===== src/rtl/core/sand_pkg.sv =====
// Shared types, constants and configuration register codes for the SAND-128 block cipher.
package sand_pkg;

   localparam int MAX_ROUNDS_DEF = 64;
   localparam int CSR_INDEX_W    = 8;
   localparam int ROUND_COUNT_W  = 7;
   localparam logic [ROUND_COUNT_W-1:0] ROUND_COUNT_RESET = 7'd54;

   typedef enum logic [CSR_INDEX_W-1:0] {
      CSR_KEY_LOW      = 8'd0,
      CSR_KEY_HIGH     = 8'd1,
      CSR_ROUND_COUNT  = 8'd2,
      CSR_DECRYPT_MODE = 8'd3
   } csr_index_type;

   localparam logic [63:0] MASK_EVEN_BYTES = 64'h00FF00FF00FF00FF;
   localparam logic [63:0] MASK_ODD_BYTES  = 64'hFF00FF00FF00FF00;
   localparam logic [63:0] MASK_BIT0       = 64'h1111111111111111;
   localparam logic [63:0] MASK_BIT3       = 64'h8888888888888888;
   localparam logic [63:0] MASK_BIT2       = 64'h4444444444444444;
   localparam logic [63:0] MASK_BIT1       = 64'h2222222222222222;

   typedef struct packed {
      logic [63:0] block_high;
      logic [63:0] block_low;
   } req_type;

   typedef struct packed {
      logic [63:0] result_high;
      logic [63:0] result_low;
   } rsp_type;

endpackage


===== src/rtl/core/sand_round_fn.sv =====
// One Feistel round: nibble nonlinearity, byte permutation and round key mix.
module sand_round_fn (
   input  logic [63:0] x,
   input  logic [63:0] y,
   input  logic [63:0] round_key,
   output logic [63:0] y_next
);

   function automatic logic [63:0] nl_g0(input logic [63:0] v);
      logic [63:0] t;
      t = v ^ ((v >> 3) & (v >> 2) & sand_pkg::MASK_BIT0);
      t = t ^ ((t << 3) & (t << 2) & sand_pkg::MASK_BIT3);
      return t;
   endfunction

   function automatic logic [63:0] nl_g1(input logic [63:0] v);
      logic [63:0] t;
      t = v ^ ((v >> 1) & (v << 1) & sand_pkg::MASK_BIT2);
      t = t ^ ((t << 1) & (t >> 1) & sand_pkg::MASK_BIT1);
      return t;
   endfunction

   function automatic logic [63:0] perm_bytes(input logic [63:0] v);
      logic [63:0] a;
      logic [63:0] b;
      a = v & sand_pkg::MASK_EVEN_BYTES;
      b = v & sand_pkg::MASK_ODD_BYTES;
      return {a[7:0], a[63:8]} | {b[39:0], b[63:40]};
   endfunction

   logic [63:0] x_rot;

   assign x_rot  = {x[59:0], x[63:60]};
   assign y_next = y ^ perm_bytes(nl_g0(x) ^ nl_g1(x_rot)) ^ round_key;

endmodule


===== config.mk =====
export PLATFORM = sky130hd
export DESIGN_NAME = sand_round_fn
export DESIGN_NICKNAME = d
export VERILOG_FILES = /design/src/rtl/core/sand_pkg.sv /design/src/rtl/core/sand_round_fn.sv
export SDC_FILE = /design/constraint.sdc
export NUM_CORES = 1
export LEC_CHECK = 0
export ABC_AREA = 1
export CORE_UTILIZATION = 30
export DETAILED_ROUTE_END_ITERATION = 10
export DONT_BUFFER_PORTS = 1
export GPL_TIMING_DRIVEN = 0
export PLACE_DENSITY_LB_ADDON = 0.3
export SYNTH_ARGS = -nofsm -noshare
export SYNTH_HDL_FRONTEND = slang
export SYNTH_SLANG_ARGS = --single-unit

===== constraint.sdc =====
create_clock -name vclk -period 0.8
set_clock_uncertainty 0.1 [all_clocks]
set_input_delay 0.08 -clock vclk [all_inputs]
set_output_delay 0.08 -clock vclk [all_outputs]
set_load 0.02 [all_outputs]

Word level (Yosys, flattened, before mapping)
Index checks and enable logic that the tools add are counted.
Widths: inputs -> output; s select.
{"block": "totals", "inputBits": 192, "regBits": 0, "output_inout_bits": 64}
{"block": "classes", "bitwise": 12}
{"operator": "$xor 64x64->64", "count": 4}
{"operator": "$and 64x64->64", "count": 1}
{"operator": "$or 64x56->64", "count": 1}
{"operator": "$xor 64x61->64", "count": 1}
{"operator": "$xor 64x62->64", "count": 1}
{"operator": "$xor 64x63->64", "count": 1}
{"operator": "$and 63x63->63", "count": 1}
{"operator": "$and 62x62->62", "count": 1}
{"operator": "$and 61x61->61", "count": 1}

Depth between registers and ports, before layout
Gate-level depths: netlist of run 1.
{"block": "depth", "word_depth": 8, "ltp_mapped": 9, "mapped_depth_nobuf": 8}

Worst setup path after synthesis of run 1
OpenSTA, ideal clock, no wires.
{"block": "synth_timing", "kind": "input port to output port", "startpoint": "input port x[50]", "endpoint": "output port y_next[45]", "required_ns": 0.620, "path_stages": 9, "setup_slack_ns": -0.114, "arrival_ns": 0.734, "path_cell_list": "buf_2 inv_1 nand2_1 nand2_2 nor2_4 inv_2 nand2_1 nand2_1 inv_1"}
{"block": "synth_via", "elab_chain_len": 7}
{"item": "from (decl)", "line_no": "sand_round_fn.sv:3", "text": "input logic [63:0] x,"}
{"item": "$xor 64x63->64", "line_no": "sand_round_fn.sv:18", "text": "t = v ^ ((v >> 1) & (v << 1) & sand_pkg::MASK_BIT2);"}
{"item": "$and 62x62->62", "line_no": "sand_round_fn.sv:19", "text": "t = t ^ ((t << 1) & (t >> 1) & sand_pkg::MASK_BIT1);"}
{"item": "$xor 64x62->64", "line_no": "sand_round_fn.sv:19"}
{"item": "$xor 64x64->64", "line_no": "sand_round_fn.sv:34", "text": "assign y_next = y ^ perm_bytes(nl_g0(x) ^ nl_g1(x_rot)) ^ round_key;"}
{"item": "$or 64x56->64", "line_no": "sand_round_fn.sv:28", "text": "return {a[7:0], a[63:8]} | {b[39:0], b[63:40]};"}
{"item": "$xor 64x64->64 (2 in a row)", "line_no": "sand_round_fn.sv:34"}
{"item": "to (decl)", "line_no": "sand_round_fn.sv:6", "text": "output logic [63:0] y_next"}
Every way passes these cells.

Worst setup path in the final report of run 1
{"block": "layout_timing", "startpoint": "input port x[58]", "endpoint": "output port y_next[21]"}
Same word-level chain as after synthesis.

==> results of run 1 <==
[metal layers]
metal  global-route usage [%]  wire length, microns  share of wire, %  vias up
met4                     2.01                   262               1.9        0
met2                     30.1                  7250                53      154
met1                     16.8                  5200                38     2323
li1                         -                     -                 -     2918
met3                     3.34                  1080               7.9       23
met5                        0                     0                 0        -
[layout make-up]
cell class | count | area share [%]
buffer | 11 | 4.01
tap | 184 | 3.69
inverter | 179 | 11.6
timing repair buffer | 3 | 0.622
multi-input combinational | 780 | 80.1
[power by group through the flow]
stage / logic (uW) / registers, uW / clock network (uW)
after floorplan: 2950 / 0 / 0
after global placement: 3280 / 0 / 0
after detailed placement: 3330 / 0 / 0
after CTS: 3570 / 0 / 0
after global routing: 4560 / 0 / 0
final: 4100 / 0 / 0
[metrics by stage]
stage	std cells	instance area, sq um	hold slack, ps	power, uW	utilization (%)
2_1_floorplan	970	4800	278	2950	-
3_3_place_gp	1154	5030	289	3280	34.6
3_5_place_dp	1154	5030	295	3330	34.6
4_1_cts	1154	5410	296	3570	37.2
5_1_grt	1157	6240	286	4560	42.9
6_report	1157	6240	269	4100	42.9
[kinds of logic (layout without fill, tap and decap cells)]
| group | after synthesis | in the layout | share of synthesized area, % |
|---|---|---|---|
| AO/OA/AOI/OAI | 12 | 12 | 1.57 |
| XOR/XNOR | 79 | 79 | 15.5 |
| buffers and inverters | 190 | 193 | 16.2 |
| AND/OR/NAND/NOR | 689 | 689 | 66.7 |
[worst paths after layout]
kind	startpoint	endpoint	slack [ps]	cells past startpoint
worst max-delay path	x[58]	y_next[21]	-90	8
worst min-delay path	x[16]	y_next[13]	270	3
[layout by cell type, fill, tap and decap left out]
| cell type | n |
|---|---|
| buf_12 | 6 |
| buf_4 | 1 |
| buf_6 | 1 |
| clkbuf_16 | 6 |
| clkinv_4 | 1 |
| clkinv_8 | 1 |
| clkinvlp_4 | 2 |
| inv_1 | 122 |
| inv_2 | 42 |
| inv_4 | 11 |
| nand2_1 | 363 |
| nand2_2 | 124 |
| nand2_4 | 44 |
| nand2_8 | 1 |
| nand3_1 | 22 |
| nand3_2 | 24 |
| nand3_4 | 10 |
| nand3b_1 | 60 |
| nand4_1 | 20 |
| nor2_1 | 11 |
| nor2_2 | 2 |
| nor2_4 | 8 |
| o21ai_1 | 7 |
| o21ai_2 | 1 |
| o21bai_1 | 2 |
| o21bai_2 | 2 |
| xnor2_1 | 20 |
| xnor2_2 | 23 |
| xnor2_4 | 6 |
| xor2_1 | 25 |
| xor2_2 | 5 |
[worst max-delay path: stages]
cell and delay (ps):
buf_12 120, nand3_2 60, nand2_2 70, nor2_2 110
inv_1 50, nand2_1 50, nand2_1 50, inv_2 120
[repair_timing]
| item | 4_1_cts | 5_1_grt |
|---|---|---|
| buffers inserted | 0 | 3 |
| pin swaps | 89 | 155 |
| gates resized for setup | 114 | 213 |
| setup endpoints to repair | 56 | 64 |
==> impl_metrics.py, run 1 <==
metrics = {
    "run_status": {
        "status": "finished, violations left",
        "violations": "setup timing",
    },
    "cells_and_area": {
        "fin_nets": 1167,
        "diodes": 0,
        "fillers": 1565,
        "nClkBuffers": 0,
        "area_growth_pct": 39.4,
        "seq_area_sq_um": 0,
        "drive_gt1_share_pct": 33.0,
        "multi_input_area_sq_um": 4990,
        "design.seq.count": 0,
    },
    "placement": {
        "place_ws_ps": -164,
        "gp_routability_congestion": 0.795,
        "portBuffers": 0,
        "hpwl_microns": 11500,
    },
    "run": {
        "drv_cap": 0,
    },
    "pwr": {
        "p_sw_uw": 2480,
        "clockPowerShare_pct": 0,
        "vdd_drop_max_v": 0.000262,
        "netSwitchingFraction_pct": 60.5,
        "power_frac_seq_pct": 0,
        "leakagePower_uw": 0.00363,
        "internal_power_uw": 1620,
        "power_density_nw_per_um2": 658,
        "pwr-share-comb_pct": 100.0,
    },
    "timing": {
        "slew_viol_final": 0,
        "finalCritPeriodShare_pct": 112,
        "hold_viol": 0,
        "fin_ws_ps": -92.0,
        "setup_viol": 34,
        "rsz0062_at_grt": "yes",
        "tightestPinTransition_ps": 186,
        "slew-limit-headroom_pct": 87.5,
        "finalSetupTns_ps": -1560,
        "min_period_ps": 892,
        "fmax_mhz": 1120,
    },
    "synthesis": {
        "yosys.area.top_type": "nand2_1",
        "ys_seq_area_share_pct": 0,
        "avgSynthCellArea_sq_um": 4.61,
        "synth_nets": 1162,
        "synth_cells": 970,
        "yosysUniqueCellTypes": 18,
        "ys_warn_count": 0,
        "synth_top_area_share_pct": 44.0,
        "synthesis.area_sq_um": 4480,
        "synth_common_cells": "525 x nand2_1, 173 x inv_1, 60 x nand3b_1",
        "yosys-top-cells-area": "nand2_1 44%, inv_1 15%, nand3b_1 10%",
        "synth_most_common_cell": "nand2_1",
    },
    "floorplan": {
        "row_count": 44,
        "fp.dieH_microns": 124,
        "start_util_pct": 30.8,
        "core_sq_um": 14500,
        "die_w_microns": 124,
        "die_area_sq_um": 15400,
        "ios": 256,
    },
    "grt": {
        "overflow": 0,
        "antenna_found_initial": 0,
        "grt_pass1_wl_microns": 19500,
        "grt_pass1_vias": 4553,
        "grt_max_degree": 8,
        "gr-usage-all-layers_pct": 15.3,
    },
    "setup_path": {
        "critPathLaunchType": "primary input",
        "end_kind": "output port",
        "arrival_ps": 710,
        "path_class": "in2out",
        "cp_max_fo": 6,
        "required_ps": 620,
    },
    "detailed_routing": {
        "num_vias": 5418,
        "drc_errors": 0,
        "drt_iter0_drc": 79,
        "first_pass_iters": 7,
        "vias_per_cell": 4.68,
        "finalWirelength_microns": 13800,
        "antenna_left": 0,
        "wl_per_cell_microns": 11.9,
    },
    "cts": {
        "cts_hold_buf": 0,
    },
    "min_path": {
        "min_path_type": "in2out",
    },
}
(Power assumes the default switching activity.)
==> run 2: changes to the inputs <==
--- a/config.mk
+++ b/config.mk
@@ -12,4 +12,5 @@
 export GPL_TIMING_DRIVEN = 0
 export PLACE_DENSITY_LB_ADDON = 0.3
+export SLEW_MARGIN = 20
 export SYNTH_ARGS = -nofsm -noshare
 export SYNTH_HDL_FRONTEND = slang
==> constraint.sdc (replaced) <==
create_clock -name vclk -period 0.8
set_clock_uncertainty 0.1 [all_clocks]
set_input_delay 0.16 -clock vclk [all_inputs]
set_output_delay 0.16 -clock vclk [all_outputs]
set_load 0.02 [all_outputs]
==> run 2 against run 1 <==
Net effect: the run still ends with setup timing left; power rose by 6.4%; sequential share of layout area stayed put; hold slack better by 150 ps; count of clock-buffer cells in the layout unchanged; design area up 11%; combinational power is 6.3% higher; utilization rose by 4.7 points; global-route usage grew 0.25 points; largest power group unchanged.
==> impl_metrics.py, run 2 (synthesis results as in run 1) <==
metrics = {
    "cells_and_area": {
        "fin_nets": 1167,
        "final_cell_mix": "331 x nand2_1, 123 x nand2_2, 104 x inv_1, 65 x nand2_4, 60 x nand3b_1",
        "nClkBuffers": 0,
        "fillers": 1496,
        "seq_area_sq_um": 0,
        "area_growth_pct": 54.8,
        "design.seq.count": 0,
        "diodes": 0,
        "drive_gt1_share_pct": 40.5,
        "stdcell_area_sq_um": 6930,
        "final_core_util_pct": 47.7,
        "layout_commonest_cell": "nand2_1",
    },
    "setup_path": {
        "arrival_ps": 780,
        "path_cells": "buf_12, inv_4, nand2_4, nand2_4, buf_4, inv_2, nand3_2, nand2_4",
        "required_ps": 540,
        "end_kind": "output port",
        "critPathLaunchType": "primary input",
        "path_class": "in2out",
        "crit_family": "buffers and inverters",
        "path_buf_inv": 4,
        "path_common_cell": "nand2_4",
        "slowest_delay_ps": 140,
        "slowest_stage": "buf_4",
        "cp_max_fo": 6,
    },
    "detailed_routing": {
        "drc_errors": 0,
        "first_pass_iters": 5,
        "wl_per_cell_microns": 11.9,
        "vias_per_cell": 4.73,
        "finalWirelength_microns": 13700,
        "antenna_left": 0,
        "drt_iter0_drc": 96,
        "num_vias": 5470,
    },
    "floorplan": {
        "die_w_microns": 124,
        "row_count": 44,
        "start_util_pct": 30.8,
        "core_sq_um": 14500,
        "ios": 256,
        "fp.dieH_microns": 124,
        "die_area_sq_um": 15400,
    },
    "placement": {
        "place_ws_ps": -281,
        "hpwl_microns": 11500,
        "gp_routability_congestion": 0.772,
        "placed_cell_area_sq_um": 5570,
        "portBuffers": 0,
    },
    "grt": {
        "grt_pass1_vias": 4609,
        "overflow": 0,
        "grt_pass1_wl_microns": 20000,
        "grt_max_degree": 8,
        "gr-usage-all-layers_pct": 15.6,
        "antenna_found_initial": 0,
    },
    "cts": {
        "cts_hold_buf": 0,
    },
    "timing": {
        "slew_viol_final": 0,
        "finalCritPeriodShare_pct": 129,
        "min_period_ps": 1040,
        "slew-limit-headroom_pct": 86.2,
        "rsz0062_at_grt": "yes",
        "hold_slack_ps": 419,
        "setup_viol": 64,
        "fin_ws_ps": -236,
        "tightestPinTransition_ps": 205,
        "fmax_mhz": 966,
        "hold_viol": 0,
    },
    "pwr": {
        "leakagePower_uw": 0.00378,
        "power_density_nw_per_um2": 630,
        "vdd_drop_max_v": 0.000284,
        "p_total_uw": 4360,
    },
    "run": {
        "drv_cap": 0,
    },
    "run_status": {
        "status": "finished, violations left",
        "violations": "setup timing",
    },
    "min_path": {
        "min_path_type": "in2out",
    },
}
-- run 2: changes by cell type in the layout (fill, tap and decap cells not counted), moves of 6 or more --
cell     delta
nand2_1    -32
nand2_4    +21
inv_1      -18
nand2_8    +12
nand3_1    -12
nand3_2    +11
inv_4      +10
inv_6       +6
o21ai_1     -6
xnor2_4     +6
-- run 2: metal layers --
metal / track usage (%) / part of all wire, % / vias to the layer above
met5: 0 / 0 / -
li1: - / - / 2926
met1: 17.9 / 39 / 2374
met2: 29.7 / 52 / 158
met3: 3.16 / 8.4 / 12
met4: 2.53 / 1.3 / 0
-- run 2: final timing paths --
check  startpoint          to  slack [ps]  cells past startpoint
min         x[16]  y_next[13]         420                      3
max         x[34]  y_next[30]        -240                      8
-- run 2: metrics by stage --
step,TNS [ps],std cells
final,-10180,1157
after global routing,-13320,1157
after CTS,-9770,1154
after detailed placement,-10770,1154
after global placement,-10060,1154
after floorplan,-7020,970
-- run 2: layout make-up --
class | count | area, sq um | area share, %
Buffer | 11 | 250 | 3.61
Tap cell | 184 | 230 | 3.32
Timing Repair Buffer | 3 | 26.3 | 0.379
Multi-Input combinational cell | 780 | 5570 | 80.5
Inverter | 179 | 847 | 12.2
-- run 2: where the power goes --
part | internal [uW] | leakage, uW | switching, uW | total, uW
logic | 1800 | 0.00378 | 2560 | 4360
registers | 0 | 0 | 0 | 0
clock network | 0 | 0 | 0 | 0
-- run 2: repair_timing --
item                                    in CTS  in global routing
hold endpoints to repair                     0                  0
endpoints found under the setup margin      64                 64
resized for setup                          177                148
setup buffers                                0                  3
pin swaps                                  163                146
